<file path="config.mk">
export PLATFORM = sky130hd
export DESIGN_NAME = rcs_lane
export DESIGN_NICKNAME = d
export VERILOG_FILES = /design/src/hw/rtl/rcs_pkg.sv /design/src/hw/rtl/rcs_lane.sv
export SDC_FILE = /design/constraint.sdc
export NUM_CORES = 2
export LEC_CHECK = 0
export BUFFER_PORTS_ARGS = -buffer_cell sky130_fd_sc_hd__buf_2
export CAP_MARGIN = 20
export CORE_ASPECT_RATIO = 0.9
export CORE_MARGIN = 1
export CORE_UTILIZATION = 50
export CTS_BUF_LIST = sky130_fd_sc_hd__clkbuf_2
export DETAILED_ROUTE_END_ITERATION = 16
export HOLD_SLACK_MARGIN = 0.02
export PLACE_DENSITY = 0.65
export RECOVER_POWER = 50
export SLEW_MARGIN = 15
export SYNTH_ARGS = -nofsm -noshare
export SYNTH_HDL_FRONTEND = slang
export SYNTH_SLANG_ARGS = --single-unit
</file>
<file path="constraint.sdc">
create_clock -name aclk -period 3.55 [get_ports aclk]
set_input_delay 0.71 -clock aclk [delete_from_list [all_inputs] [get_ports aclk]]
set_output_delay 0.71 -clock aclk [all_outputs]
set_load 0.03 [all_outputs]
</file>
<file path="src/hw/rtl/rcs_pkg.sv">
// ----------------------------------------------------------------------------
// rcs_pkg
// Shared widths, register indexes and lane structs for the region colour
// statistics unit.
// ----------------------------------------------------------------------------
package rcs_pkg;

    localparam int PIX_W       = 8;
    localparam int COORD_W     = 11;
    localparam int SIZE_W      = 12;
    localparam int CFG_DATA_W  = 12;
    localparam int CFG_IDX_W   = 3;
    localparam int NUM_LANES   = 3;
    localparam int SHARE_DEPTH = 1 << PIX_W;
    localparam int DEF_MAX_DIM = 2048;

    localparam logic [PIX_W-1:0] PIX_MAX = {PIX_W{1'b1}};

    typedef enum logic [CFG_IDX_W-1:0] {
        CFG_LEFT     = 3'd0,
        CFG_TOP      = 3'd1,
        CFG_WIDTH    = 3'd2,
        CFG_HEIGHT   = 3'd3,
        CFG_MIN_SIZE = 3'd4
    } cfg_index_t;

    // One write into every lane's share table during a fill sweep.
    typedef struct packed {
        logic             en;
        logic [PIX_W-1:0] addr;
        logic [PIX_W-1:0] data;
    } share_wr_t;

    // Per-word control from the front end to the lanes.
    typedef struct packed {
        logic rd_en;   // word accepted: capture channel, read its share
        logic upd;     // stage-one word lies in the region: fold it in
        logic clr;     // stage-one word ends the frame: restore reset values
    } lane_ctrl_t;

    typedef struct packed {
        logic [PIX_W-1:0] max_val;
        logic [PIX_W-1:0] min_val;
        logic [PIX_W-1:0] avg_val;
    } lane_stat_t;

endpackage

</file>
<file path="src/hw/rtl/rcs_lane.sv">
// ----------------------------------------------------------------------------
// rcs_lane
// One colour channel: share table, running maximum, minimum and saturating
// average.
// ----------------------------------------------------------------------------
module rcs_lane
    import rcs_pkg::*;
(
    input  logic             aclk,
    input  logic             aresetn,
    input  share_wr_t        share_wr,
    input  lane_ctrl_t       ctrl,
    input  logic [PIX_W-1:0] pix,
    output lane_stat_t       stat
);

    logic [PIX_W-1:0] share_mem [SHARE_DEPTH];
    logic [PIX_W-1:0] share_q;
    logic [PIX_W-1:0] pix_reg;
    logic [PIX_W-1:0] max_reg, max_next;
    logic [PIX_W-1:0] min_reg, min_next;
    logic [PIX_W-1:0] avg_reg, avg_next;
    logic [PIX_W:0]   avg_sum;

    always_ff @(posedge aclk) begin
        if (share_wr.en) begin
            share_mem[share_wr.addr] <= share_wr.data;
        end
        if (ctrl.rd_en) begin
            share_q <= share_mem[pix];
            pix_reg <= pix;
        end
    end

    assign avg_sum = {1'b0, avg_reg} + {1'b0, share_q};

    always_comb begin
        max_next = max_reg;
        min_next = min_reg;
        avg_next = avg_reg;
        if (ctrl.upd) begin
            if (pix_reg > max_reg) max_next = pix_reg;
            if (pix_reg < min_reg) min_next = pix_reg;
            avg_next = avg_sum[PIX_W] ? PIX_MAX : avg_sum[PIX_W-1:0];
        end
    end

    always_ff @(posedge aclk) begin
        if (!aresetn || ctrl.clr) begin
            max_reg <= '0;
            min_reg <= PIX_MAX;
            avg_reg <= '0;
        end else begin
            max_reg <= max_next;
            min_reg <= min_next;
            avg_reg <= avg_next;
        end
    end

    assign stat.max_val = max_next;
    assign stat.min_val = min_next;
    assign stat.avg_val = avg_next;

endmodule

</file>
; ---- After elaboration in Yosys (flattened, before gate mapping)
; Memory sizes are Yosys's and may differ from the RTL's. A register that Yosys moved wholly into a read port is not among the register bits.
; Index checks and enable logic that the tools add are counted.
[word_totals]
ff_bits = 32
latchBits = 0
mem_bits_rw = 2048
romBits = 0
input_bits = 30
output_inout_bits = 24
elab_cells = 18
n_memories = 1
[memory_table]
columns = memory, words, width, rd, rd_clocked_by_memory_dff, wr, line
row1 = share_mem, 256, 8, 1, 1, 1, rcs_lane.sv:17  ; logic [PIX_W-1:0] share_mem [SHARE_DEPTH];
[classes]
add_sub_neg = 1
n_mul = 0
n_div = 0
n_lt_le_gt_ge = 2
n_eq_ne = 0
shift = 0
n_mux = 8
bitwise_logic = 0
reduce_logical = 2
[op_table]
columns = cell, count
row1 = two-way mux 8 bit, 6
row2 = adder 8 x 8 -> 9 bit, 1
row3 = > comparator 8 bit, 1
row4 = less-than comparator 8 bit, 1
row5 = two-way mux 1 bit, 2
row6 = zero test 1 bit, 1
row7 = logical OR 1 bit, 1

; ---- Depth between registers and ports, before layout
[logic_depth]
depth_word = 3
depth_mapped = 12
depth_no_buf = 9

; ---- Worst setup path before layout
; Ideal clock, no wire load.
[synth_timing]
path_type = register to output
from = register share_q[0] (read register of share_mem)
to = output stat[0] in the netlist's numbering
arrival_time_ns = 2.173
required_ns = 2.840
slack_ns = 0.667
path_stages_with_launch = 9
path_cell_list = edfxtp_1 -> ha_1 -> fa_1 -> a21o_1 -> a21oi_1 -> o21bai_1 -> a21oi_1 -> o21ai_1 -> o22a_1
[synth_lines]
columns = element, line
row1 = start: declaration, rcs_lane.sv:18  ; logic [PIX_W-1:0] share_q;
row2 = end: declaration, rcs_lane.sv:14  ; output lane_stat_t stat

==> out/results.ini <==
[logic_synthesis]
netlist_top_cells_area = sky130_fd_sc_hd__edfxtp_1 (76%), sky130_fd_sc_hd__mux4_2 (15%), sky130_fd_sc_hd__mux2i_1 (1.8%)
cell_type_with_the_largest_total_area_after_synthesis = sky130_fd_sc_hd__edfxtp_1
yosysUniqueCellTypes = 57
dominantRegCellSynth = sky130_fd_sc_hd__edfxtp_1
async_reset_ff_frac = 0
netlist_instances = 3763
flop_and_latch_count_out_of_synthesis = 2088
yosysMostFrequentCell = sky130_fd_sc_hd__edfxtp_1
synthesis.area_um2 = 81500
synthesis.nets = 3817
top_area_cell_type_share_of_the_netlist_area = 0.760
synth.top_cells.by_count = sky130_fd_sc_hd__edfxtp_1 (2064), sky130_fd_sc_hd__mux4_2 (537), sky130_fd_sc_hd__nor2_1 (300), sky130_fd_sc_hd__mux2i_1 (143), sky130_fd_sc_hd__clkbuf_1 (84)
ys_warn_count = 0
post_synthesis_sequential_area_ratio = 0.766
synth_edf_count = 2064
post_synth.cell_area_avg_um2 = 21.7

[placed_design]
numPortBuffers = 53
dpl_worst_slack_ps = -596
weighted_congestion_at_the_end_of_routability_driven_global_placement = 0.894
hpwlAfterDp_um = 124000

[cells_and_area]
regMostFlops = share_mem
drive_above_1_share = 0.373
fillerInstances = 12178
max_reg_flops = 2048
area.growth.synth_to_final_pct = 14.3
final_cell_utilization_of_the_core = 0.576
final_nets = 4792

[floorplan]
floorplan.initialDensity = 0.504
placeableCoreArea_um2 = 162000
die_w_um = 428
die_height_um = 385
fp.dieArea_um2 = 165000
io-pin-count = 54
std_cell_rows = 140

[clock_tree]
clock-sinks = 2088
clock_path_buffers = 4
cts-buffers-inserted = 491
tritoncts = built
clk_root_buffer_cell = sky130_fd_sc_hd__clkbuf_2
worstSkewPairLatency_ps = 1880
cts.clk_slew.worst_paths_ps = 130
htree_levels = 5

[critical_path]
path_common_cell = sky130_fd_sc_hd__dlygate4sd3_1
cp_data_required_time_ps = 5160
worst_path_largest_cell_delay_ps = 2050
cp_slowest_cell = sky130_fd_sc_hd__clkbuf_1
crit-reg2reg-capture = avg_reg[7]
critical_path_peak_fanout = 18
critical_path_source_type = input port
critical_path.endpoint_type = register
crit_path_buf_inv_count = 7
worstReg2RegStart = share_q[1]
timing.reg2reg.setup_slack_ps = -1320
worst_ep_arrival_time_ps = 6750
critical-path-top-delay-family = buffers and inverters
critPathCapture = share_q[1]
startpoint = pix[0]
type_of_the_worst_setup_path = in2reg
ff2ff_path_depth = 32
number_of_stages_on_the_worst_setup_path = 13
cp_cell_sequence = dlygate4sd3_1 > clkbuf_1 > buf_4 > buf_12 > mux4_2 > mux4_2 > nor2_1 > nor4_1 > dlygate4sd3_1 > o32ai_1 > dlygate4sd3_1 > buf_4 > a311oi_1

[drt]
vias = 42835
remaining_drc_errors = 0
routed_wl_um = 205000
viasPerCell = 5.92
routed_length_per_placed_instance_um = 28.3
first_iter_violations = 4912
detailed_routing_iterations_pass_1 = 6
ant_nets = 0

[global_route]
number_of_global_route_vias_before_repair = 43402
gr-usage-all-layers = 0.251
grt_start_max_net_pins = 119
globalRouteOverflowTotal = 0
antenna_violations_before_repair = 12
grt_pass1_wl_um = 295000

[sta]
grt_setup_unrepaired = yes
final_setup_violating_endpoints = 123
finalMaxSlewViolations = 1290
period_share = 1.45
clock.fmax_mhz = 195
slew-limit-headroom = -1.02
period_minus_slack_ps = 5140
pin_slew_with_the_least_headroom_to_its_limit_ps = 3030
holdWs_ps = 297
clock_skew_ps = 159
min_setup_slack_post_route_ps = -1590
total_count_of_hold_check_failures_in_the_final_report = 0

[worst_hold_path]
holdCritStartpoint = share_wr[14]
hold_path_class = in2reg
timing.hold.worst_path_depth = 5

[outcome]
violations = max-capacitance violations, max-slew violations, negative setup slack
run_status = finished, violations left

[run]
drv_cap = 25

[power]
p_total_mw = 45.2
seq_power_share = 0.602
power.clock.fraction = 0.328
pwr-share-comb = 0.070
ir_worst_vdd_mv = 0.348
power_leakage_nw = 31.2
p_sw_frac = 0.245
p_int_mw = 34.1
cellPowerDensity_nw_per_um2 = 485
p_switching_mw = 11.1

[logic make-up after synthesis]
group,after synthesis,share of synthesized area
AOI/OAI and AO/OA,230,0.0197
xor gates and xnor gates,5,0.000537
adders and majority gates,24,0.00378
buffers and inverters,240,0.0165
DFF,2088,0.766
muxes,696,0.168
and+or+nand+nor,480,0.0254
[worst register-to-register path, delay by kind of cell (launching register included)]
family,cells,cell delay (ps)
buffers and inverters,24,2820
AOI/OAI and AO/OA,6,1060
DFF,1,390
adders and majority gates,1,220
and+or+nand+nor,1,170
[power groups by stage]
stage / Combinational (mW) / Sequential, mW / Clock (mW)
after floorplan: 1.51 / 27.7 / 0
after global placement: 2.81 / 27.7 / 0
after detailed placement: 2.85 / 27.7 / 0
after CTS: 3.16 / 27.2 / 15.2
after global routing: 3.32 / 27.2 / 16.3
final: 3.16 / 27.2 / 14.8
[how the worst min path moves through the flow]
stage and end:
2_1_floorplan min_reg[0], 3_3_place_gp min_reg[0], 3_5_place_dp min_reg[0], 4_1_cts share_q[0], 5_1_grt share_mem[159][1], 6_report share_mem[228][1]
[cell type report]
cell class | instances | area (um^2) | area share
tap | 2130 | 2670 | 0.0286
clock inverter | 139 | 671 | 0.00720
sequential | 2088 | 62500 | 0.670
multi-input combinational | 1435 | 17900 | 0.192
clock buffer | 709 | 3550 | 0.0381
timing repair buffer | 701 | 5820 | 0.0625
inverter | 21 | 78.8 | 0.000846
antenna | 10 | 25.0 | 0.000269
[metrics by stage]
| step | TNS [ps] | instance area, um^2 | instances |
|---|---|---|---|
| after floorplan | 0 | 81500 | 3763 |
| after global placement | -1600 | 87900 | 6252 |
| after detailed placement | -1400 | 87900 | 6252 |
| after CTS | -33330 | 93500 | 7217 |
| after global routing | -53790 | 93200 | 7231 |
| final | -41980 | 93200 | 7233 |
[repair_timing]
action,in CTS,in global routing
gates resized for setup,65,36
buffers inserted,38,8
pin swaps,24,18
hold buffers,79,0
setup endpoints to repair,24,26
endpoints found under the hold margin,4148,0
[metal layers]
metal,track usage,part of all wire,up-vias
met3,0.0587,0.091,335
met4,0.0849,0.028,4
li1,-,-,18013
met1,0.358,0.41,22361
met5,0,0.00012,-
met2,0.384,0.47,2122
[layout by cell type (no fill, tap or decap), types with 18 or more instances in the layout]
cell                            count
sky130_fd_sc_hd__mux4_2           537
sky130_fd_sc_hd__nor2_1           300
sky130_fd_sc_hd__dlygate4sd3_1     72
sky130_fd_sc_hd__nand2_1           64
sky130_fd_sc_hd__nor2b_1           20
sky130_fd_sc_hd__dfxtp_1           23
sky130_fd_sc_hd__buf_6             39
sky130_fd_sc_hd__a211oi_1          33
sky130_fd_sc_hd__clkbuf_2         725
sky130_fd_sc_hd__o21ai_0           22
sky130_fd_sc_hd__o22ai_1           54
sky130_fd_sc_hd__clkinv_1         116
sky130_fd_sc_hd__mux2i_1          143
sky130_fd_sc_hd__inv_1             21
sky130_fd_sc_hd__buf_12            36
sky130_fd_sc_hd__clkbuf_1          38
sky130_fd_sc_hd__buf_4            482
sky130_fd_sc_hd__ha_1              20
sky130_fd_sc_hd__edfxtp_1        2064
sky130_fd_sc_hd__nand3_1           30
sky130_fd_sc_hd__nor3_1            18
Power figures use the tool's default switching activity.
