--- config.mk ---
export PLATFORM = sky130hd
export DESIGN_NAME = rcs_merge
export DESIGN_NICKNAME = d
export VERILOG_FILES = /design/src/hw/rtl/rcs_pkg.sv /design/src/hw/rtl/rcs_merge.sv
export SDC_FILE = /design/constraint.sdc
export NUM_CORES = 1
export LEC_CHECK = 0
export ABC_AREA = 1
export BUFFER_PORTS_ARGS = -buffer_cell sky130_fd_sc_hd__buf_2
export CORE_MARGIN = 2
export CORE_UTILIZATION = 41
export CTS_CLUSTER_SIZE = 10
export DETAILED_ROUTE_END_ITERATION = 6
export PLACE_DENSITY_LB_ADDON = 0.05
export RECOVER_POWER = 100
export SLEW_MARGIN = 20
export SYNTH_ARGS = -nofsm -noshare
export SYNTH_HDL_FRONTEND = slang
export SYNTH_SLANG_ARGS = --single-unit
--- constraint.sdc ---
create_clock -name aclk -period 0.8 [get_ports aclk]
set_clock_uncertainty 0.15 [all_clocks]
set_input_delay 0.12 -clock aclk [delete_from_list [all_inputs] [get_ports aclk]]
set_output_delay 0.12 -clock aclk [all_outputs]
set_load 0.01 [all_outputs]
--- src/hw/rtl/rcs_pkg.sv ---
// ----------------------------------------------------------------------------
// rcs_pkg
// Shared widths, register indexes and lane structs for the region colour
// statistics unit.
// ----------------------------------------------------------------------------
package rcs_pkg;

    localparam int PIX_W       = 8;
    localparam int COORD_W     = 11;
    localparam int SIZE_W      = 12;
    localparam int CFG_DATA_W  = 12;
    localparam int CFG_IDX_W   = 3;
    localparam int NUM_LANES   = 3;
    localparam int SHARE_DEPTH = 1 << PIX_W;
    localparam int DEF_MAX_DIM = 2048;

    localparam logic [PIX_W-1:0] PIX_MAX = {PIX_W{1'b1}};

    typedef enum logic [CFG_IDX_W-1:0] {
        CFG_LEFT     = 3'd0,
        CFG_TOP      = 3'd1,
        CFG_WIDTH    = 3'd2,
        CFG_HEIGHT   = 3'd3,
        CFG_MIN_SIZE = 3'd4
    } cfg_index_t;

    // One write into every lane's share table during a fill sweep.
    typedef struct packed {
        logic             en;
        logic [PIX_W-1:0] addr;
        logic [PIX_W-1:0] data;
    } share_wr_t;

    // Per-word control from the front end to the lanes.
    typedef struct packed {
        logic rd_en;   // word accepted: capture channel, read its share
        logic upd;     // stage-one word lies in the region: fold it in
        logic clr;     // stage-one word ends the frame: restore reset values
    } lane_ctrl_t;

    typedef struct packed {
        logic [PIX_W-1:0] max_val;
        logic [PIX_W-1:0] min_val;
        logic [PIX_W-1:0] avg_val;
    } lane_stat_t;

endpackage

--- src/hw/rtl/rcs_merge.sv ---
// ----------------------------------------------------------------------------
// rcs_merge
// Result register: gathers the three lanes' figures at frame end and holds
// them until the downstream side takes the word.
// ----------------------------------------------------------------------------
module rcs_merge
    import rcs_pkg::*;
(
    input  logic       aclk,
    input  logic       aresetn,
    input  logic       load,
    input  lane_stat_t stat_in  [NUM_LANES],
    input  logic       m_ready,
    output logic       m_valid,
    output lane_stat_t stat_out [NUM_LANES]
);

    logic       valid_reg;
    lane_stat_t stat_reg [NUM_LANES];

    always_ff @(posedge aclk) begin
        if (!aresetn) begin
            valid_reg <= 1'b0;
        end else if (load) begin
            valid_reg <= 1'b1;
        end else if (m_ready) begin
            valid_reg <= 1'b0;
        end
        if (load) begin
            stat_reg <= stat_in;
        end
    end

    assign m_valid  = valid_reg;
    assign stat_out = stat_reg;

endmodule

## Yosys cells after proc, flatten, opt, wreduce, memory -nomap -nowiden

Index checks and enable logic that the tools add are counted.

- Multiplexer cells: 2
- Reductions and logical operators: 1

Operators by type and width:

| cell | number |
|---|---|
| 1-bit two-way mux | 2 |
| 2-bit nonzero test | 1 |

- Bits in registers: 73
- Input port bits: 76
- Output and inout port bits: 73
- Word-level logic and storage cells: 13

## Longest topological paths before layout

Gate-level depths: netlist (run 1).

- Depth in word-level cells: 2
- Depth in mapped cells: 3
- Depth with buffers taken out: 3

## Worst setup path before layout (run 1)

No wires, ideal clock.

- Path type: flip-flop to flip-flop
- From: reg, netlist name m_valid
- To: reg valid_reg, in the netlist m_valid
- Library setup time: 0.066 ns
- Arrival: 0.520 ns
- Setup slack: 0.064 ns
- Stages on the path, launching flop included: 3
- Buffers on the path: 0
- Cell sequence: dfxtp_1 nand2_1 a21oi_2

RTL lines:

| what | RTL line | text |
|---|---|---|
| end signal: assignment | rcs_merge.sv:23 | `valid_reg <= 1'b0;` |
| end signal: assignment | rcs_merge.sv:25 | `valid_reg <= 1'b1;` |
| end signal: assignment | rcs_merge.sv:27 | `valid_reg <= 1'b0;` |
| end: declaration | rcs_merge.sv:18 | `logic valid_reg;` |

## Final worst setup path (run 1)

- From: reg stat_reg (netlist bit stat_out[66])
- To: out stat_out[66] (netlist bit)

RTL lines:

| what | RTL line | text |
|---|---|---|
| start: declaration | rcs_merge.sv:19 | `lane_stat_t stat_reg [NUM_LANES];` |
| start signal: assignment | rcs_merge.sv:30 | `stat_reg <= stat_in;` |
| end: declaration | rcs_merge.sv:15 | `output lane_stat_t stat_out [NUM_LANES]` |

No word-level cell between the ends.

==> results of run 1 <==
-- metrics by stage --
step           power (mW)  worst slack (ns)
3_5_place_dp         5.41            -0.170
3_3_place_gp         5.40            -0.159
4_1_cts              7.70            -0.344
2_1_floorplan        4.87            0.0638
6_report             7.58            -0.322
5_1_grt              7.93            -0.368
-- worst paths after layout --
check / from / endpoint / slack (ns)
setup / recovery: stat_out[66] / stat_out[66] / -0.32
hold / removal: stat_in[41] / stat_out[41] / -0.18
setup reg to reg: m_valid / m_valid / 0.07
hold reg to reg: m_valid / m_valid / 0.33
-- per-layer routing --
layer,track usage [%],vias up,wire (um)
met5,0,-,0
met4,8.04,0,48
met3,7.56,6,539
met2,25.0,87,2130
met1,14.1,576,1400
li1,-,635,-
-- cells in the mapped netlist --
cell type and n:
inv_1 3, nand2_1 1, a21oi_2 1, edfxtp_1 72, dfxtp_1 1
-- registers in the layout, indices dropped and copies added (netlist names) --
register / flops
stat_out: 72
m_valid: 1
-- repair_timing --
item | CTS | global route
hold endpoints to repair | 73 | 73
gates resized for setup | 2 | 2
setup endpoints to repair | 73 | 73
-- cells by family after synthesis --
family                 Yosys count  synth area share (%)
AO/OA/AOI/OAI                    1                 0.397
buffers and inverters            3                 0.510
AND/OR/NAND/NOR                  1                 0.170
flip-flops                      73                  98.9
-- cell type report --
cell class	instances	area (sq um)
clock inverter	4	20.0
clock buffer	12	135
multi-input combinational	2	8.76
fill	397	1900
tap	70	87.6
timing repair buffer	152	795
sequential	73	2180
inverter	3	11.3
-- cell usage in the layout, fill, tap and decap left out --
cell type	n
a21oi_1	1
clkinv_2	4
inv_1	3
edfxtp_1	72
buf_6	5
dlygate4sd3_1	1
clkbuf_1	5
nand2_1	1
dfxtp_2	1
clkbuf_8	9
buf_2	144
-- report_power, final --
| group | internal (mW) | switching (mW) | total (mW) |
|---|---|---|---|
| combinational | 0.341 | 0.377 | 0.718 |
| sequential | 4.53 | 0.0644 | 4.60 |
| clock | 1.11 | 1.15 | 2.26 |
==> run_results.csv, run 1 <==
group,metric,value,unit
status,status,"finished, violations left",
status,violations,"negative hold slack, negative setup slack",
cells_and_area,drive_above_1_share,66.3,%
worst_setup_path,cpLargestDelayFamily,"flip-flops",
cells_and_area,fin_util,63.0,%
synthesis,synth_top_area_share,98.0,%
floorplanning,initial_core_util,42.9,%
timing,fmax,891,MHz
cells_and_area,syn_to_final_growth,46.9,%
synthesis,yosysWarnings,0,
cells_and_area,final_cells,316,
global_routing,grt_pass1_vias,1423,
pwr,irDropWorstVdd,0.00140,V
placed_design,place_area,0.00308,sq mm
global_routing,antenna_found_initial,0,
synthesis,synth_cell_type_count,5,
worst_setup_path,arrival,0.85,ns
placed_design,dp_cells,299,
clock_tree,holdBufCountCts,1,
timing,setup_ws,-0.322,ns
clock_tree,cts_buffers,9,
timing,tns,-21.12,ns
drt,vias_per_cell,4.13,
worst_setup_path,cp-start-kind,"flop",
worst_setup_path,rr_worst_depth,2,
timing,rsz0062_at_grt,"true",
clock_tree,postCtsSetupBuffers,0,
floorplanning,pin_count,149,
worst_setup_path,critPathMaxFanout,1,
drt,drt_wl_total,4120,um
worst_hold_path,hold_path.class,"in2reg",
timing,finalSetupViolCount,73,
placed_design,hpwl,3120,um
floorplanning,dieWidth,77.4,um
timing,tightest_slew,0.309,ns
synthesis,synth_area,0.00221,sq mm
synthesis,synth_cells,78,
cells_and_area,diodes,0,
worst_setup_path,end_kind,"output pin",
worst_setup_path,critPathKind,"reg2out",
worst_setup_path,path_depth,1,
clock_tree,clk_path_buf_depth,2,
drt,drtIter0Drc,57,
worst_setup_path,slowest_stage,"edfxtp_1",
timing,relSlewSlack,79.4,%
timing,min_period,1.12,ns
drt,antenna_left,0,
clock_tree,cts_tree,"done",
worst_hold_path,min_path_cells,1,
worst_setup_path,cp_cell_sequence,"buf_6",
clock_tree,clk_pin_slew,0.07,ns
timing,hold_violations,73,
placed_design,gp_congestion,0.660,
timing,worst_hold_slack,-0.179,ns
run,drv_cap,0,
synthesis,synthTopCellsByArea,"edfxtp_1 (98%), dfxtp_1 (0.91%), inv_1 (0.51%), a21oi_2 (0.40%), nand2_1 (0.17%)",
global_routing,grt_max_degree,36,
floorplanning,num_rows,26,
clock_tree,cts.sinks,73,
worst_setup_path,crit_required,0.53,ns
worst_setup_path,cp.buffers_inverters,1,
drt,firstDrtPassIters,3,
drt,route.vias.total,1304,
clock_tree,clk_latency,0.32,ns
synthesis,synth_top_area_cell,"edfxtp_1",
synthesis,ys_seq_elements,73,
global_routing,gr-total-overflow,0,
floorplanning,die_h,77.4,um
synthesis,yosysSeqAreaShare,98.9,%
worst_setup_path,slowest_delay,0.40,ns
clock_tree,cts_root_buffer,"clkbuf_8",
clock_tree,h-tree-depth,3,
drt,remaining_drc_errors,0,
global_routing,grt_pass1_wl,6490,um
floorplanning,die_area,0.00598,sq mm
floorplanning,core,0.00514,sq mm
timing,maxSlewViolCount,0,
cells_and_area,layout.nets,317,
placed_design,io_buffers,148,
synthesis,avgSynthCellArea,28.3,sq um
timing,finalCritPeriodShare,140,%
cells_and_area,final_area,0.00324,sq mm
synthesis,synthesis.nets,154,
drt,post_drt_wl_per_cell,13.0,um
pwr,powerDensity,2340,mW/mm^2
global_routing,grt.total_usage,14.6,%
pwr,power.leakage,1.42,nW
Power figures use the tool's default switching activity.
==> run 2, diff against run 1 <==
- SETUP_SLACK_MARGIN: default -> 0.3
==> run_results.csv, run 2 (synthesized netlist as in run 1, its figures left out) <==
group,metric,value,unit
timing,min_period,1.13,ns
pwr,powerDensity,2330,mW/mm^2
clock_tree,cts_root_buffer,"clkbuf_8",
cells_and_area,diodes,0,
timing,hold_violations,73,
worst_setup_path,critPathMaxFanout,1,
placed_design,hpwl,3110,um
floorplanning,die_area,0.00598,sq mm
floorplanning,initial_core_util,42.9,%
drt,antenna_left,0,
worst_setup_path,slowest_delay,0.39,ns
timing,finalSetupViolCount,97,
pwr,finalPower,7.98,mW
timing,tightest_slew,0.314,ns
timing,relSlewSlack,79.1,%
global_routing,grt.total_usage,15.9,%
placed_design,pre_cts_ws,-0.184,ns
timing,rsz0062_at_grt,"true",
floorplanning,core,0.00514,sq mm
status,status,"finished, violations left",
placed_design,io_buffers,148,
clock_tree,cts_buffers,9,
worst_hold_path,min_path_cells,1,
cells_and_area,nFillCells,386,
clock_tree,clk_path_buf_depth,2,
worst_setup_path,cp-start-kind,"flop",
worst_setup_path,end_kind,"output pin",
worst_setup_path,reg2reg_slack,0,ns
global_routing,grt_pass1_wl,7000,um
timing,finalCritPeriodShare,141,%
clock_tree,clk_latency,0.31,ns
worst_setup_path,cp_cell_sequence,"buf_2",
cells_and_area,syn_to_final_growth,55.2,%
worst_setup_path,path_depth,1,
timing,fmax,886,MHz
cells_and_area,final_cell_mix,"buf_2 (148), edfxtp_1 (72), clkbuf_8 (9)",
run,drv_cap,0,
floorplanning,die_h,77.4,um
drt,route.vias.total,1389,
worst_setup_path,slowest_stage,"edfxtp_1",
floorplanning,num_rows,26,
cells_and_area,register_area,0.00218,sq mm
worst_setup_path,cpLargestDelayFamily,"flip-flops",
cells_and_area,multi_input_area,15.0,sq um
clock_tree,h-tree-depth,3,
worst_setup_path,cp.buffers_inverters,1,
cells_and_area,final_common_cell,"buf_2",
pwr,irDropWorstVdd,0.00151,V
worst_setup_path,critPathKind,"reg2out",
drt,post_drt_wl_per_cell,14.5,um
drt,firstDrtPassIters,4,
floorplanning,pin_count,149,
timing,maxSlewViolCount,0,
clock_tree,cts_tree,"done",
drt,vias_per_cell,4.21,
worst_setup_path,arrival,0.86,ns
worst_setup_path,crit_required,0.53,ns
worst_hold_path,hold_path.class,"in2reg",
global_routing,grt_max_degree,17,
global_routing,gr-total-overflow,0,
drt,drt_wl_total,4780,um
drt,drtIter0Drc,34,
cells_and_area,layout.nets,331,
timing,worst_hold_slack,-0.177,ns
clock_tree,clk_pin_slew,0.07,ns
cells_and_area,drive_above_1_share,67.7,%
pwr,power.leakage,1.51,nW
timing,setup_ws,-0.329,ns
floorplanning,dieWidth,77.4,um
global_routing,grt_pass1_vias,1477,
drt,remaining_drc_errors,0,
cells_and_area,largest_reg_flops,72,
clock_tree,cts.sinks,73,
placed_design,gp_congestion,0.668,
worst_setup_path,rr_worst_depth,3,
status,violations,"negative hold slack, negative setup slack",
global_routing,antenna_found_initial,0,
timing,tns,-21.30,ns
## run 2: cell types whose count changed in the layout (fill, tap and decap cells not counted), moves of 2 or more
cell	previous run	this run
buf_6	5	1
clkinv_2	4	1
buf_16	0	2
buf_4	0	4
clkbuf_2	0	3
clkbuf_16	0	3
buf_2	144	148
clkinv_1	0	3
## run 2: cell type report
class	count	area share, %
Sequential cell	73	63.8
Timing Repair Buffer	166	27.7
Clock buffer	11	3.84
Tap cell	70	2.56
Clock inverter	5	1.35
Multi-Input combinational cell	2	0.438
Inverter	3	0.329
## run 2: layer usage
layer	global-route usage [%]	wire length (um)	vias to the layer above
met2	27.9	2460	89
li1	-	-	665
met4	8.57	102	0
met5	0	0	-
met3	7.09	540	10
met1	15.7	1680	625
## run 2: where the power goes
group | switching [mW] | leakage, nW | internal [mW] | total (mW)
logic | 0.416 | 0.711 | 0.407 | 0.823
registers | 0.0611 | 0.713 | 4.53 | 4.59
clock network | 1.15 | 0.0898 | 1.41 | 2.56
total | 1.63 | 1.51 | 6.35 | 7.98
## run 2: worst paths after layout
path	startpoint	end
worst min-delay path	stat_in[32]	stat_out[32]
worst max-delay path	stat_out[61]	stat_out[61]
worst min register to register	m_valid	m_valid
worst max register to register	m_valid	m_valid
## run 2: stage by stage
stage	hold WS [ns]	area, sq um	cells	util (%)
floorplan	0.0689	2210	78	-
global route	-0.201	3420	330	66.6
CTS	-0.195	3520	325	68.5
finish	-0.177	3420	330	66.6
global placement	0.146	3080	298	59.8
detailed placement	0.148	3080	298	59.8
## run 2: what timing repair did
item	CTS	global route
setup buffers	5	2
hold endpoints to repair	73	73
gates cloned	6	3
gates resized for setup	18	1
endpoints found under the setup margin	146	131
==> run 3, diff against run 2 <==
- ABC_AREA: 1 -> 0
- CORE_UTILIZATION: 41 -> 40
- CTS_CLUSTER_SIZE: 10 -> default
==> run_results.csv, run 3 <==
group,metric,value,unit
global_routing,grt_max_degree,13,
synthesis,yosysSeqAreaShare,99.0,%
global_routing,antenna_found_initial,0,
status,violations,"negative hold slack, negative setup slack",
placed_design,gp_congestion,0.695,
timing,setup_ws,-0.343,ns
drt,antenna_left,0,
synthesis,synth.most_common_cell,"edfxtp_1",
worst_setup_path,critPathMaxFanout,1,
cells_and_area,diodes,0,
pwr,switching_power,1.73,mW
status,status,"finished, violations left",
synthesis,synth_compound_area_share,0.341,%
placed_design,pre_cts_ws,-0.169,ns
drt,route.vias.total,1416,
global_routing,gr-total-overflow,0,
drt,vias_per_cell,4.28,
timing,maxSlewViolCount,0,
synthesis,synth-xor-area-share,0,%
floorplanning,pin_count,149,
worst_setup_path,crit_required,0.53,ns
synthesis,synth_cell_type_count,4,
cells_and_area,syn_to_final_growth,59.4,%
floorplanning,core,0.00541,sq mm
cells_and_area,final_cell_mix,"buf_2 (147), edfxtp_1 (72), clkbuf_8 (9)",
global_routing,grt.total_usage,16.5,%
placed_design,dp_cells,297,
timing,worst_hold_slack,-0.190,ns
worst_setup_path,cpLargestDelayFamily,"flip-flops",
cells_and_area,layout.nets,330,
synthesis,muxShareOfSynthArea,0,%
floorplanning,initial_core_util,40.8,%
worst_setup_path,slowest_stage,"edfxtp_1",
cells_and_area,drive_above_1_share,69.1,%
floorplanning,die_h,78.2,um
worst_setup_path,cp-start-kind,"flop",
worst_setup_path,end_kind,"output pin",
clock_tree,cts.sinks,73,
timing,min_period,1.14,ns
floorplanning,dieWidth,78.2,um
drt,firstDrtPassIters,4,
worst_setup_path,critPathKind,"reg2out",
timing,fmax,875,MHz
synthesis,synthTopCellsByArea,"edfxtp_1 (98%), dfxtp_1 (0.91%), nor2b_4 (0.62%), o21a_1 (0.34%)",
cells_and_area,final_common_cell,"buf_2",
clock_tree,clk_path_buf_depth,2,
run,drv_cap,0,
global_routing,grt_pass1_vias,1449,
timing,tightest_slew,0.299,ns
clock_tree,cts_buffers,9,
placed_design,io_buffers,148,
timing,rsz0062_at_grt,"true",
clock_tree,cts_tree,"done",
pwr,seq_power_share,54.7,%
synthesis,avgSynthCellArea,29.4,sq um
floorplanning,num_rows,27,
worst_setup_path,slowest_delay,0.39,ns
pwr,intPower,6.69,mW
synthesis,ys_seq_elements,73,
global_routing,grt_pass1_wl,7020,um
drt,drtIter0Drc,63,
synthesis,synth_top_area_cell,"edfxtp_1",
synthesis,synth_cells,75,
timing,hold_violations,73,
pwr,irDropWorstVdd,0.00129,V
timing,finalSetupViolCount,99,
synthesis,synth_top_family_by_area,"simple AND/OR/NAND/NOR gates",
worst_setup_path,arrival,0.87,ns
drt,post_drt_wl_per_cell,15.0,um
drt,drt_wl_total,4980,um
timing,relSlewSlack,80.1,%
worst_hold_path,hold_path.class,"in2reg",
synthesis,synth_edf_count,72,
clock_tree,clk_latency,0.33,ns
timing,finalCritPeriodShare,143,%
synthesis,synthesis.nets,151,
pwr,power.leakage,1.55,nW
pwr,powerDensity,2400,mW/mm^2
synthesis,synth_ff_type,"edfxtp_1",
worst_setup_path,cp.buffers_inverters,1,
pwr,p_sw_share,20.5,%
synthesis,async_flop_share,0,%
drt,remaining_drc_errors,0,
cells_and_area,largest_reg_flops,72,
cells_and_area,final_cells,331,
synthesis,synth_top_area_share,98.1,%
clock_tree,h-tree-depth,3,
clock_tree,clk_pin_slew,0.07,ns
clock_tree,cts_root_buffer,"clkbuf_8",
synthesis,synthTopCellsByCount,"edfxtp_1 (72), dfxtp_1 (1), nor2b_4 (1), o21a_1 (1)",
synthesis,synthSimpleGateAreaFrac,0.625,%
worst_setup_path,cp_cell_sequence,"buf_2",
pwr,pwr-share-comb,10.1,%
pwr,finalPower,8.41,mW
synthesis,synth_area,0.00220,sq mm
synthesis,synth_adder_area_share,0,%
pwr,clkPwrFrac,35.2,%
floorplanning,die_area,0.00612,sq mm
synthesis,yosysWarnings,0,
run 3: cell types whose count changed after synthesis, sizes merged:
| cell | before | now |
|---|---|---|
| inv | 3 | 0 |
| a21oi | 1 | 0 |
| nand2 | 1 | 0 |
| nor2b | 0 | 1 |
| o21a | 0 | 1 |
run 3: cell families after synthesis:
logic type       Yosys count
flip-flops                73
AND/OR/NAND/NOR            1
AO/OA/AOI/OAI              1
run 3: layer usage:
metal	part of all wire, %	GRT usage [%]
met1	34	15.5
met4	1.7	9.47
met5	0	0
met3	11	7.36
met2	54	29.3
run 3: power groups by stage:
stage	Sequential [mW]	Combinational [mW]	Clock, mW
2_1_floorplan	4.87	0.00694	0
3_3_place_gp	4.67	0.719	0
3_5_place_dp	4.68	0.729	0
4_1_cts	4.60	0.926	3.03
5_1_grt	4.63	0.913	3.20
6_report	4.60	0.848	2.97
run 3: through the flow:
step                      instance area, sq um  util (%)  TNS (ns)
after CTS                                 3590      66.5    -23.67
after detailed placement                  3080      56.9    -11.65
after global placement                    3080      56.9    -10.49
final                                     3510      65.0    -22.60
after global routing                      3510      65.0    -26.75
after floorplan                           2200         -   -0.0417
run 3: final cells by class:
type	instances	area [sq um]
Clock inverter	7	85.1
Fill cell	409	1890
Multi-Input combinational cell	2	21.3
Timing Repair Buffer	168	1010
Tap cell	72	90.1
Sequential cell	73	2180
Clock buffer	9	124
run 3: worst paths after layout:
| path | from | cells after the start | end | slack, ns |
|---|---|---|---|---|
| worst min-delay path | stat_in[42] | 1 | stat_out[42] | -0.19 |
| worst max register to register | m_valid | 2 | m_valid | -0.06 |
| worst max-delay path | stat_out[0] | 1 | stat_out[0] | -0.34 |
| worst min register to register | m_valid | 2 | m_valid | 0.46 |
run 3: timing repair:
item                                    4_1_cts  5_1_grt
gates cloned                                  7        5
endpoints found under the setup margin      146      146
endpoints found under the hold margin        73       73
gates resized for setup                      20        3
buffers inserted                              6        0
