File: src/hw/rtl/rcs_pkg.sv
// ----------------------------------------------------------------------------
// rcs_pkg
// Shared widths, register indexes and lane structs for the region colour
// statistics unit.
// ----------------------------------------------------------------------------
package rcs_pkg;

    localparam int PIX_W       = 8;
    localparam int COORD_W     = 11;
    localparam int SIZE_W      = 12;
    localparam int CFG_DATA_W  = 12;
    localparam int CFG_IDX_W   = 3;
    localparam int NUM_LANES   = 3;
    localparam int SHARE_DEPTH = 1 << PIX_W;
    localparam int DEF_MAX_DIM = 2048;

    localparam logic [PIX_W-1:0] PIX_MAX = {PIX_W{1'b1}};

    typedef enum logic [CFG_IDX_W-1:0] {
        CFG_LEFT     = 3'd0,
        CFG_TOP      = 3'd1,
        CFG_WIDTH    = 3'd2,
        CFG_HEIGHT   = 3'd3,
        CFG_MIN_SIZE = 3'd4
    } cfg_index_t;

    // One write into every lane's share table during a fill sweep.
    typedef struct packed {
        logic             en;
        logic [PIX_W-1:0] addr;
        logic [PIX_W-1:0] data;
    } share_wr_t;

    // Per-word control from the front end to the lanes.
    typedef struct packed {
        logic rd_en;   // word accepted: capture channel, read its share
        logic upd;     // stage-one word lies in the region: fold it in
        logic clr;     // stage-one word ends the frame: restore reset values
    } lane_ctrl_t;

    typedef struct packed {
        logic [PIX_W-1:0] max_val;
        logic [PIX_W-1:0] min_val;
        logic [PIX_W-1:0] avg_val;
    } lane_stat_t;

endpackage

File: src/hw/rtl/rcs_share_gen.sv
// ----------------------------------------------------------------------------
// rcs_share_gen
// Area product and fill sweep of the rounded-share tables: entry c receives
// round(c / N) with ties to even, built with a running quotient and remainder.
// ----------------------------------------------------------------------------
module rcs_share_gen
    import rcs_pkg::*;
#(
    parameter int MAX_DIM = DEF_MAX_DIM
) (
    input  logic                             aclk,
    input  logic                             aresetn,
    input  logic                             restart,
    input  logic [$clog2(MAX_DIM+1)-1:0]     eff_w,
    input  logic [$clog2(MAX_DIM+1)-1:0]     eff_h,
    output share_wr_t                        share_wr,
    output logic                             run
);

    localparam int DIM_W = $clog2(MAX_DIM + 1);
    localparam int N_W   = 2 * DIM_W;

    typedef enum logic [2:0] {
        ST_DIM  = 3'b001,
        ST_FILL = 3'b010,
        ST_RUN  = 3'b100
    } gen_state_t;

    gen_state_t       state_reg, state_next;
    logic [N_W-1:0]   n_reg, n_next;
    logic [PIX_W-1:0] cnt_reg, cnt_next;
    logic [PIX_W-1:0] q_reg, q_next;
    logic [PIX_W-1:0] r_reg, r_next;
    logic [PIX_W:0]   r_inc;
    logic [PIX_W:0]   two_r;
    logic             round_up;

    assign r_inc    = {1'b0, r_reg} + 1'b1;
    assign two_r    = {r_reg, 1'b0};
    assign round_up = (N_W'(two_r) > n_reg) || ((N_W'(two_r) == n_reg) && q_reg[0]);

    always_comb begin
        state_next = state_reg;
        n_next     = n_reg;
        cnt_next   = cnt_reg;
        q_next     = q_reg;
        r_next     = r_reg;
        case (state_reg)
            ST_DIM: begin
                n_next     = N_W'(eff_w) * N_W'(eff_h);
                cnt_next   = '0;
                q_next     = '0;
                r_next     = '0;
                state_next = ST_FILL;
            end
            ST_FILL: begin
                cnt_next = cnt_reg + 1'b1;
                if (N_W'(r_inc) == n_reg) begin
                    r_next = '0;
                    q_next = q_reg + 1'b1;
                end else begin
                    r_next = r_inc[PIX_W-1:0];
                end
                if (cnt_reg == PIX_MAX) begin
                    state_next = ST_RUN;
                end
            end
            ST_RUN: begin
                state_next = ST_RUN;
            end
            default: begin
                state_next = ST_DIM;
            end
        endcase
        if (restart) begin
            state_next = ST_DIM;
        end
    end

    always_ff @(posedge aclk) begin
        if (!aresetn) begin
            state_reg <= ST_DIM;
        end else begin
            state_reg <= state_next;
        end
        n_reg   <= n_next;
        cnt_reg <= cnt_next;
        q_reg   <= q_next;
        r_reg   <= r_next;
    end

    assign share_wr.en   = (state_reg == ST_FILL);
    assign share_wr.addr = cnt_reg;
    assign share_wr.data = q_reg + PIX_W'(round_up);
    assign run           = (state_reg == ST_RUN);

endmodule

File: config.mk
export PLATFORM = sky130hd
export DESIGN_NAME = rcs_share_gen
export DESIGN_NICKNAME = d
export VERILOG_FILES = /design/src/hw/rtl/rcs_pkg.sv /design/src/hw/rtl/rcs_share_gen.sv
export SDC_FILE = /design/constraint.sdc
export NUM_CORES = 1
export LEC_CHECK = 0
export ABC_AREA = 1
export BUFFER_PORTS_ARGS = -buffer_cell sky130_fd_sc_hd__clkbuf_2
export CORE_AREA = 2 2 124 126
export CTS_BUF_LIST = sky130_fd_sc_hd__clkbuf_8
export CTS_CLUSTER_SIZE = 25
export DETAILED_ROUTE_END_ITERATION = 10
export DIE_AREA = 0 0 126 128
export PLACE_DENSITY_LB_ADDON = 0.1
export SLEW_MARGIN = 30
export SYNTH_ARGS = -nofsm -noshare
export SYNTH_HDL_FRONTEND = slang
export SYNTH_SLANG_ARGS = --single-unit
File: constraint.sdc
create_clock -name aclk -period 5.1 [get_ports aclk]
set_input_delay 0.255 -clock aclk [delete_from_list [all_inputs] [get_ports aclk]]
set_output_delay 0.255 -clock aclk [all_outputs]
set_load 0.005 [all_outputs]
## Word level (Yosys, flattened, before mapping)

Index checks and enable logic that the tools add are counted.

- Add/sub/neg operators: 4
- Multiply operators: 1
- Order comparisons: 1
- Equality and inequality tests: 8
- Multiplexer cells: 7
- Bitwise operators: 1
- Reductions and logical operators: 5

Operators by type and width:

| cell | number |
|---|---|
| $eq 9x24->1 | 2 |
| $pmux 8 s2 | 3 |
| $gt 9x24->1 | 1 |
| $mul 12x12->24 | 1 |
| $add 8x1->8 const B | 2 |
| $mux 8 | 2 |
| $add 8x1->9 const B | 1 |
| $pmux 3 s3 | 1 |
| $add 8x1->8 | 1 |
| $eq 8x8->1 const B | 1 |
| $ne 2x1->1 const B | 2 |
| $eq 3x1->1 const B | 1 |
| $eq 3x2->1 const B | 1 |
| $eq 3x3->1 const B | 1 |
| $mux 3 | 1 |
| $reduce_and 2->1 | 1 |
| $reduce_bool 2->1 | 1 |
| $reduce_or 2->1 | 1 |
| $logic_and 1x1->1 | 1 |
| $logic_or 1x1->1 | 1 |
| $not 1->1 | 1 |

- Flip-flop bits (word level): 51
- Output and inout port bits: 18
- Word-level logic and storage cells: 32

## Logic depth before layout (Yosys ltp)

Gate-level depths: netlist (run 1).

- Depth after elaboration: 4
- Mapped depth: 21

## Worst setup path after synthesis (run 1)

OpenSTA, ideal clock, no wires.

- Path kind: input-to-reg
- Start point: in eff_h[11]
- End point: reg n_reg[21], data pin
- Setup time: 0.261 ns
- Arrival: 4.422 ns
- Slack: 0.417 ns
- Stages: 18
- Path through: clkbuf_1 nand2_1 fa_1 fa_1 inv_1 fa_1 fa_1 inv_1 fa_1 inv_1 ha_1 nand2_1 nor2_1 inv_1 nor3_1 a21boi_0 nand3_1 xor2_1

- Longest elaborated chain between the ends: 1

Ends and longest elaborated chain:

| element | line | text |
|---|---|---|
| start, declared | rcs_share_gen.sv:15 | `input logic [$clog2(MAX_DIM+1)-1:0] eff_h,` |
| $mul 12x12->24 | rcs_share_gen.sv:50 | `n_next = N_W'(eff_w) * N_W'(eff_h);` |
| end signal, assigned | rcs_share_gen.sv:86 | `n_reg <= n_next;` |
| end, declared | rcs_share_gen.sv:30 | `logic [N_W-1:0] n_reg, n_next;` |

Every way passes these cells.
A chain may end at the register's enable or synchronous reset.

## Worst setup path after layout (run 1)

- Start point: in eff_w[1]
- End point: reg n_reg[21], data pin

- Longest elaborated chain between the ends: 1

Ends and longest elaborated chain:

| element | line | text |
|---|---|---|
| start, declared | rcs_share_gen.sv:14 | `input logic [$clog2(MAX_DIM+1)-1:0] eff_w,` |
| $mul 12x12->24 | rcs_share_gen.sv:50 |  |

Every way passes these cells.

==> Implementation_results.wiki, run 1 <==
{| class="wikitable"
! Metric !! Value
|-
| Status || completed
|-
| Area overhead of the layout relative to synthesis || 6.63%
|-
| Final-report hold violation count || 0
|-
| DIE WIDTH || 126 µm
|-
| Post-Route WL || 16,300 µm
|-
| First-pass GRT wire length || 28,200 µm
|-
| Hold buffer count at CTS || 0
|-
| Gate Count Post-Synth || 957
|-
| Global-route total usage across every layer || 21.4%
|-
| Net count after synthesis || 1,159
|-
| Proportion of synthesized chip area in sequential cells || 19.9%
|-
| FILL cells || 1,437
|-
| Antenna violations before repair || 0
|-
| Setup Buffers After CTS || 0
|-
| Share of cell area taken by muxes after synthesis || 0%
|-
| Hold Path Depth || 3
|-
| Average via count per standard cell || 4.93
|-
| Worst flop-to-flop path endpoint || q_reg[5]
|-
| Synthesized-area fraction occupied by adder cells || 38.9%
|-
| Site row count || 45
|-
| Leakage power of the design || 4.51 nW
|-
| Area of the die || 16,100 µm²
|-
| CTS clock-pin slew for the worst setup and hold paths || 0.09 ns
|-
| Leading cell types in the layout, fill and taps excluded || inv_1 (248), nand2_1 (241), fa_1 (100)
|-
| Ratio of cells with drive above 1 in the final layout || 6.76%
|-
| Area of the mapped netlist || 7560 µm²
|-
| Kind of launch point of the worst setup path || input port
|-
| Post-synthesis simple-gate area fraction || 20.0%
|-
| CTS sink cnt || 51
|-
| Clock Skews || 0.00665 ns
|-
| Path type of the worst setup path || in2reg
|-
| Core area || 14,900 µm²
|-
| Starting utilization of the core area || 50.9%
|-
| Wire per inst || 13.8 µm
|-
| Number of antenna repair diodes || 0
|-
| Xor-xnor portion of the synthesized cell area || 2.55%
|-
| Required time of the worst setup path || 5.17 ns
|-
| Class of the most critical hold timing path || in2reg
|-
| Clock tree from TritonCTS || done
|-
| Most common library cell in the layout ignoring fill and taps || inv_1
|-
| Areal power density over the cells || 479 nW/µm²
|-
| Storage cell area || 1500 µm²
|-
| Yosys Warn Count || 0
|-
| Cell chosen for the clock root || clkbuf_8
|-
| Total of endpoints with negative setup slack in the final report || 0
|-
| Routed via count || 5,818
|-
| Syn_area_per_cell || 7.90 µm²
|-
| Synthesized-area fraction occupied by ao, oa, aoi and oai cells || 5.11%
|-
| Max-Slew Margin vs Limit || 49.8%
|-
| Largest driver fanout on the critical path || 12
|-
| Iteration count of the initial detailed-routing pass || 5
|-
| Crit path capture type || register
|-
| Min-Delay Endpoint || state_reg[0]
|-
| H-tree depth reported by CTS || 2
|-
| Source of the worst register-to-register timing path || r_reg[0]
|-
| Setup slack, reg-to-reg || 2.34 ns
|-
| Peak supply drop || 219 µV
|-
| Fin. max-slew vios || 0
|-
| Pwr Total || 3.87 mW
|-
| Final HPWL from detailed placement || 13,600 µm
|-
| Clock insertion delay at the later pin of the skew report || 0.31 ns
|-
| Unrepaired setup endpoints after global routing || false
|-
| Final Core Density || 54.3%
|-
| PortBufs || 44
|-
| Die outline height || 128 µm
|-
| Post-route ant nets || 0
|-
| Fraction of the cycle the final worst path needs || 91.8%
|-
| Initial detailed-routing violation count || 233
|-
| Top Ports || 45
|-
| Number of flip-flops under the largest register name || 24
|-
| Setup slack at placement || 0.101 ns
|-
| Largest family of logic cells by synthesized area || adder cells
|-
| Maximum number of pins on one net before global-route repair || 27
|-
| Number of CTS-inserted buffers || 5
|-
| Nets || 1,192
|-
| Number of global-route vias before repair || 5,913
|-
| Number of synthesized register bits || 51
|-
| Multi-input gate area in the final layout || 5030 µm²
|-
| Gp weighted congestion || 0.837
|-
| Aggregate negative setup slack || 0 ns
|-
| Arrival time at the worst endpoint || 4.75 ns
|-
| Slack of the critical path || 0.419 ns
|-
| Count of cells along the worst register-to-register path || 11
|-
| Post-CTS Resized || 0
|-
| Maximum count of clock buffers along a single path || 2
|-
| Highest clock frequency the design can meet || 214 MHz
|-
| Max_cap viols || 0
|-
| Worst-margin pin slew || 0.751 ns
|-
| DRC violations left || 0
|-
| Synth unique cells || 34
|-
| Hold path start || restart
|-
| Remaining global-route overflow || 0
|-
| Min Clock Period, post-route || 4.68 ns
|}
[where the power goes]
| part | internal [mW] | switching [mW] | total, mW |
|---|---|---|---|
| logic | 1.08 | 1.79 | 2.87 |
| clock network | 0.0935 | 0.136 | 0.230 |
| registers | 0.705 | 0.0596 | 0.764 |
[stage by stage]
stage / instance area [µm²] / hold slack (ns) / instances
after global routing: 8070 / 0.148 / 1179
after CTS: 8070 / 0.144 / 1179
after global placement: 7980 / 0.475 / 1171
final: 8070 / 0.162 / 1179
after floorplan: 7560 / 0.372 / 957
after detailed placement: 7980 / 0.475 / 1171
[cell families after synthesis]
| family | count (synthesis) |
|---|---|
| simple gates | 369 |
| fa+ha+maj | 175 |
| buf+inv | 273 |
| compound gates | 67 |
| xor+xnor | 22 |
| flops | 51 |
[worst max-delay path, stage by stage]
cell      delay, ns
clkbuf_2       0.25
nand2_1        0.12
fa_1           0.50
fa_1           0.54
inv_1          0.05
fa_1           0.51
fa_1           0.54
inv_1          0.05
fa_1           0.52
inv_1          0.04
ha_1           0.35
nand2_1        0.11
nor2_1         0.11
inv_1          0.07
nor3_1         0.36
a21boi_0       0.16
nand3_1        0.13
xor2_1         0.08
[cell type report]
type	instances	share of cell area, %
multi-input cells	633	62.4
flip-flops and latches	51	18.6
inverters	246	11.4
repair buffers	53	3.57
well taps	188	2.92
clock buffers	5	0.853
clock inverters	3	0.186
[how the worst max path moves through the flow]
stage               startpoint   endpoint  cells past startpoint
floorplan            eff_h[11]  n_reg[21]                     18
global placement      eff_w[1]  n_reg[21]                     18
detailed placement    eff_w[5]  n_reg[21]                     18
CTS                   eff_w[1]  n_reg[21]                     18
global route          eff_w[7]  n_reg[21]                     18
finish                eff_w[1]  n_reg[21]                     18
[metal layers]
metal | track usage (%) | part of all wire (%)
met5 | 0 | 0
met4 | 4.78 | 1.1
met3 | 1.29 | 4.3
met2 | 37.3 | 47
met1 | 29.7 | 48
[synth_stat cells, drive strengths merged]
cell	n	area [µm²]
o22ai	1	6.26
dfxtp	3	60.1
nor3	10	50.1
a21oi	29	145
nand2	243	917
nor3b	2	15.0
o31ai	2	15.0
nand3b	1	7.51
a31oi	1	6.26
nor2	63	246
inv	246	923
xor2	15	131
edfxtp	48	1440
o211ai	1	7.51
fa	100	2000
o21a	2	15.0
o21ai	20	108
nand4	13	81.3
xnor2	7	61.3
o41ai	1	8.76
buf	2	16.3
ha	75	938
clkbuf	25	93.8
nand3	36	185
o21bai	5	37.5
a21boi	5	37.5
nor4	1	6.26
Power figures use the tool's default switching activity.
==> inputs of run 2 (changes only) <==
--- a/config.mk
+++ b/config.mk
@@ -12,8 +12,9 @@
 export CTS_CLUSTER_SIZE = 25
 export DETAILED_ROUTE_END_ITERATION = 10
 export DIE_AREA = 0 0 126 128
-export PLACE_DENSITY_LB_ADDON = 0.1
+export PLACE_DENSITY = 0.77
 export SLEW_MARGIN = 30
 export SYNTH_ARGS = -nofsm -noshare
 export SYNTH_HDL_FRONTEND = slang
 export SYNTH_SLANG_ARGS = --single-unit
+export TNS_END_PERCENT = 50
==> run 2 against run 1 <==
Net effect:
- non-clock buffer count decreased by 4
- count of clock-buffer cells in the layout increased by 1
- sequential share of layout area is essentially flat
- die area is the same
- total power rose by 1.5%
- critical path depth unchanged
- combinational power increased by 1%
- via count up 1.6%
- critical endpoint unchanged
- largest cell class unchanged
==> Implementation_results.wiki, run 2 (synthesis results as in run 1) <==
{| class="wikitable"
! Metric !! Value
|-
| Unrepaired setup endpoints after global routing || false
|-
| Iteration count of the initial detailed-routing pass || 4
|-
| Cell chosen for the clock root || clkbuf_8
|-
| Starting utilization of the core area || 50.9%
|-
| Routed via count || 5,911
|-
| Most frequent cell on the critical path || fa_1
|-
| Area overhead of the layout relative to synthesis || 6.44%
|-
| Post-route ant nets || 0
|-
| Leading cell types in the layout, fill and taps excluded || inv_1 (246), nand2_1 (241), fa_1 (100)
|-
| Core area || 14,900 µm²
|-
| Class of the most critical hold timing path || in2reg
|-
| Non-filler instance count after layout || 1,175
|-
| Maximum number of pins on one net before global-route repair || 27
|-
| Max-Slew Margin vs Limit || 50.0%
|-
| Aggregate negative setup slack || 0 ns
|-
| Largest driver fanout on the critical path || 12
|-
| Fraction of the cycle the final worst path needs || 93.1%
|-
| Ratio of cells with drive above 1 in the final layout || 6.59%
|-
| Antenna violations before repair || 0
|-
| Areal power density over the cells || 487 nW/µm²
|-
| Leakage power of the design || 4.49 nW
|-
| Clock insertion delay at the later pin of the skew report || 0.32 ns
|-
| Site row count || 45
|-
| Post-route cell area || 8050 µm²
|-
| Slack of the critical path || 0.353 ns
|-
| Wire per inst || 13.3 µm
|-
| Path type of the worst setup path || in2reg
|-
| Pwr Total || 3.92 mW
|-
| Number of flip-flops under the largest register name || 24
|-
| Max_cap viols || 0
|-
| PortBufs || 44
|-
| Maximum cell stage delay along the critical path || 0.54 ns
|-
| Setup Buffers After CTS || 0
|-
| Fin. max-slew vios || 0
|-
| DRC violations left || 0
|-
| Total of endpoints with negative setup slack in the final report || 0
|-
| CTS clock-pin slew for the worst setup and hold paths || 0.10 ns
|-
| Clock tree from TritonCTS || done
|-
| Setup slack at placement || 0.0216 ns
|-
| Worst-margin pin slew || 0.749 ns
|-
| WHS || 0.158 ns
|-
| Highest clock frequency the design can meet || 211 MHz
|-
| CTS sink cnt || 51
|-
| Crit path capture type || register
|-
| Buffers & Inverters on Critical Path || 5
|-
| Number of antenna repair diodes || 0
|-
| DIE WIDTH || 126 µm
|-
| Arrival time at the worst endpoint || 4.81 ns
|-
| Required time of the worst setup path || 5.16 ns
|-
| Initial detailed-routing violation count || 308
|-
| H-tree depth reported by CTS || 2
|-
| Hold buffer count at CTS || 0
|-
| Min Clock Period, post-route || 4.75 ns
|-
| Most common library cell in the layout ignoring fill and taps || inv_1
|-
| Area of the die || 16,100 µm²
|-
| Final Core Density || 54.2%
|-
| Critical path cell sequence || clkbuf_2, nand2_1, fa_1, fa_1, inv_1, fa_1, fa_1, inv_1, fa_1, inv_1, ha_1, nand2_1, nor2_1, inv_1, nor3_1, a21boi_0, nand3_1, xor2_1
|-
| FILL cells || 1,379
|-
| Average via count per standard cell || 5.03
|-
| Maximum count of clock buffers along a single path || 2
|-
| Clock Skews || 0.0168 ns
|-
| Remaining global-route overflow || 0
|-
| Kind of launch point of the worst setup path || input port
|-
| Peak supply drop || 309 µV
|-
| First-pass GRT wire length || 27,500 µm
|-
| Global-route total usage across every layer || 20.6%
|-
| Placed Cells || 1,167
|-
| Number of global-route vias before repair || 6,127
|-
| Status || completed
|-
| Slowest CP cell || fa_1
|-
| Final HPWL from detailed placement || 13,200 µm
|-
| Gp weighted congestion || 0.897
|-
| Top cell family by delay on the critical path || adder cells
|-
| Post-Route WL || 15,600 µm
|-
| Final-report hold violation count || 0
|-
| Die outline height || 128 µm
|-
| Number of CTS-inserted buffers || 5
|-
| Post-CTS Resized || 0
|-
| Post-detailed-placement cell area || 7950 µm²
|-
| Top Ports || 45
|-
| Nets || 1,188
|}
==> run 2: cell count changes in the layout (fill, tap and decap cells not counted) <==
| cell | change |
|---|---|
| buf_4 | -4 |
| clkinv_4 | +1 |
| inv_1 | -2 |
| clkbuf_8 | +1 |
==> run 2: report_power, final <==
| group | switching [mW] | internal [mW] | total (mW) |
|---|---|---|---|
| sequential | 0.0602 | 0.705 | 0.765 |
| clock | 0.139 | 0.111 | 0.250 |
| combinational | 1.82 | 1.09 | 2.91 |
| total | 2.02 | 1.91 | 3.92 |
==> run 2: path summary, 6_finish.rpt <==
| kind | slack [ns] | startpoint | cells after the start | end |
|---|---|---|---|---|
| worst max-delay path | 0.35 | eff_w[1] | 18 | n_reg[21] |
| worst max register to register | 2.41 | r_reg[0] | 11 | q_reg[5] |
| worst min-delay path | 0.16 | restart | 3 | state_reg[0] |
| worst min register to register | 0.64 | cnt_reg[0] | 1 | cnt_reg[0] |
==> run 2: layout make-up <==
| class | instances | area (µm²) | share of cell area [%] |
|---|---|---|---|
| flip-flops and latches | 51 | 1500 | 18.7 |
| clock inverters | 2 | 16.3 | 0.202 |
| inverters | 246 | 923 | 11.5 |
| multi-input cells | 633 | 5030 | 62.5 |
| repair buffers | 49 | 258 | 3.20 |
| clock buffers | 6 | 82.6 | 1.03 |
| well taps | 188 | 235 | 2.92 |
==> run 2: tightest hold or removal path, delay by kind of cell <==
kind | cells | cell delay, ns
buffers and inverters | 1 | 0.07
AND/OR/NAND/NOR | 2 | 0.13
==> run 2: per-layer routing <==
metal  GRT usage, %  vias to the layer above  routed length [µm]
met2           38.1                      143                7930
met5              0                        -                   0
li1               -                     2946                   -
met3           2.09                       21                 720
met1           25.6                     2801                6720
met4           6.21                        0                 259
==> inputs of run 3 (changes only) <==
--- a/config.mk
+++ b/config.mk
@@ -7,12 +7,14 @@
 export LEC_CHECK = 0
 export ABC_AREA = 1
 export BUFFER_PORTS_ARGS = -buffer_cell sky130_fd_sc_hd__clkbuf_2
-export CORE_AREA = 2 2 124 126
+export CELL_PAD_IN_SITES_DETAIL_PLACEMENT = 1
+export CELL_PAD_IN_SITES_GLOBAL_PLACEMENT = 2
+export CORE_AREA = 2 2 143 145
 export CTS_BUF_LIST = sky130_fd_sc_hd__clkbuf_8
 export CTS_CLUSTER_SIZE = 25
 export DETAILED_ROUTE_END_ITERATION = 10
-export DIE_AREA = 0 0 126 128
-export PLACE_DENSITY = 0.77
+export DIE_AREA = 0 0 145 147
+export PLACE_DENSITY = 0.91
 export SLEW_MARGIN = 30
 export SYNTH_ARGS = -nofsm -noshare
 export SYNTH_HDL_FRONTEND = slang
==> run 3 against run 2 <==
Net effect:
- setup slack lost 0.072 ns
- sequential share of layout area shrank 0.53 points
- first-iteration DRC count shrank 20%
- clock skew grew 0.0032 ns
==> Implementation_results.wiki, run 3 (synthesis results as in run 1) <==
{| class="wikitable"
! Metric !! Value
|-
| Status || completed
|-
| Aggregate negative setup slack || 0 ns
|-
| Setup slack, reg-to-reg || 2.29 ns
|-
| Largest driver fanout on the critical path || 12
|-
| Routed met3 length || 614 µm
|-
| Path type of the worst setup path || in2reg
|-
| Initial detailed-routing violation count || 245
|-
| Crit path capture type || register
|-
| Slowest CP cell || fa_1
|-
| Buffers & Inverters on Critical Path || 7
|-
| Count of cells along the worst register-to-register path || 11
|-
| Fin. max-slew vios || 0
|-
| Maximum number of pins on one net before global-route repair || 27
|-
| Number of global-route vias before repair || 6,667
|-
| Final Core Density || 41.8%
|-
| Gp weighted congestion || 0.836
|-
| Core area || 19,800 µm²
|-
| Final-report hold violation count || 0
|-
| Metal-1 WL || 8330 µm
|-
| Post-Route WL || 19,300 µm
|-
| Clock Skews || 0.0200 ns
|-
| Total of endpoints with negative setup slack in the final report || 0
|-
| Global-route total usage across every layer || 18.9%
|-
| Capture point of the worst path || n_reg[21]
|-
| Area overhead of the layout relative to synthesis || 9.58%
|-
| Setup Buffers After CTS || 0
|-
| Area of the die || 21,300 µm²
|-
| Cell chosen for the clock root || clkbuf_8
|-
| Most frequent cell on the critical path || inv_1
|-
| Number of CTS-inserted buffers || 5
|-
| Highest clock frequency the design can meet || 208 MHz
|-
| Die outline height || 147 µm
|-
| Antenna violations before repair || 0
|-
| Post-route cell area || 8290 µm²
|-
| Maximum count of clock buffers along a single path || 2
|-
| Max-Slew Margin vs Limit || 50.3%
|-
| Clock insertion delay at the later pin of the skew report || 0.33 ns
|-
| DRC violations left || 0
|-
| Remaining global-route overflow || 0
|-
| Required time of the worst setup path || 5.17 ns
|-
| Min Clock Period, post-route || 4.82 ns
|-
| Clock tree from TritonCTS || done
|-
| Fraction of the cycle the final worst path needs || 94.5%
|-
| Uppermost layer routed || met4
|-
| Hold buffer count at CTS || 0
|-
| Unrepaired setup endpoints after global routing || false
|-
| Maximum cell stage delay along the critical path || 0.55 ns
|-
| Most common library cell in the layout ignoring fill and taps || inv_1
|-
| Post-CTS Resized || 0
|-
| Post-route ant nets || 0
|-
| Number of antenna repair diodes || 0
|-
| Routed via count || 6,097
|-
| Peak supply drop || 275 µV
|-
| Leading cell types in the layout, fill and taps excluded || inv_1 (248), nand2_1 (241), fa_1 (100)
|-
| Wire per inst || 15.1 µm
|-
| Worst flop-to-flop path endpoint || q_reg[7]
|-
| Leakage power of the design || 4.59 nW
|-
| WHS || 0.170 ns
|-
| Number of flip-flops under the largest register name || 24
|-
| DIE WIDTH || 145 µm
|-
| Depth of the critical timing path with buffers and inverters included || 20
|-
| Iteration count of the initial detailed-routing pass || 4
|-
| H-tree depth reported by CTS || 2
|-
| First-pass GRT wire length || 32,600 µm
|-
| Final HPWL from detailed placement || 16,300 µm
|-
| Source of the worst register-to-register timing path || r_reg[0]
|-
| Areal power density over the cells || 497 nW/µm²
|-
| Hold path start || restart
|-
| Max_cap viols || 0
|-
| Arrival time at the worst endpoint || 4.89 ns
|-
| Top Ports || 45
|-
| PortBufs || 44
|-
| CTS sink cnt || 51
|-
| Ratio of cells with drive above 1 in the final layout || 7.97%
|-
| Critical path cell sequence || clkbuf_2, nand2_1, inv_1, fa_1, inv_1, fa_1, inv_1, fa_1, fa_1, inv_1, fa_1, inv_1, ha_1, nand2_1, nor2_1, inv_1, nor3_1, a21boi_0, nand3_1, xor2_1
|-
| Starting utilization of the core area || 38.1%
|-
| Top cell family by delay on the critical path || adder cells
|-
| Met2 Routed Length || 9970 µm
|-
| CTS clock-pin slew for the worst setup and hold paths || 0.09 ns
|-
| Post-detailed-placement cell area || 8180 µm²
|-
| Average via count per standard cell || 4.79
|-
| Worst-margin pin slew || 0.744 ns
|-
| Nets || 1,205
|-
| Class of the most critical hold timing path || in2reg
|-
| Kind of launch point of the worst setup path || input port
|-
| Site row count || 52
|-
| Critical path startpoint || eff_h[8]
|}
[run 3: cell count changes in the layout (fill, tap and decap cells not counted), sizes merged]
cell	before	now
clkbuf	50	49
inv	246	248
clkinv	1	0
bufinv	0	1
buf	5	22
clkinvlp	1	0
[run 3: cell type report]
class	count	area (µm²)
clock buffer	5	68.8
multi-input combinational	633	5030
timing repair buffer	66	385
inverter	246	923
clock inverter	3	37.5
sequential	51	1500
tap	270	338
fill	2451	11600
[run 3: worst reg2reg max path: stages (launching register included)]
cell and delay (ns):
edfxtp_1 0.63, ha_1 0.41, inv_1 0.06, nand2_1 0.05
nand2_1 0.06, nor2_1 0.08, nand2_1 0.06, nor2_1 0.13
nand3_1 0.09, nor2_1 0.12, nand3_2 0.13, o21bai_1 0.62
[run 3: how the worst min path moves through the flow]
stage                    to  slack, ns  cells past startpoint
3_5_place_dp   state_reg[0]       0.49                      3
4_1_cts        state_reg[0]       0.15                      3
5_1_grt        state_reg[0]       0.17                      3
2_1_floorplan  state_reg[0]       0.37                      2
3_3_place_gp   state_reg[0]       0.48                      3
6_report       state_reg[0]       0.17                      3
[run 3: power breakdown]
group / switching, mW / internal [mW]
sequential: 0.0644 / 0.705
clock: 0.147 / 0.143
combinational: 1.93 / 1.13
total: 2.14 / 1.98
[run 3: routing by layer]
| metal | vias up | track usage [%] |
|---|---|---|
| met5 | - | 0 |
| met4 | 0 | 4.80 |
| met3 | 24 | 2.24 |
| met2 | 101 | 35.0 |
| met1 | 2992 | 23.4 |
| li1 | 2980 | - |
[run 3: stage by stage]
stage	cells	worst slack [ns]	total power, mW
finish	1274	0.281	4.12
CTS	1274	0.328	4.20
detailed placement	1266	-0.0256	3.87
global route	1274	0.0783	4.61
global placement	1266	-0.0295	3.80
floorplan	957	0.417	3.00
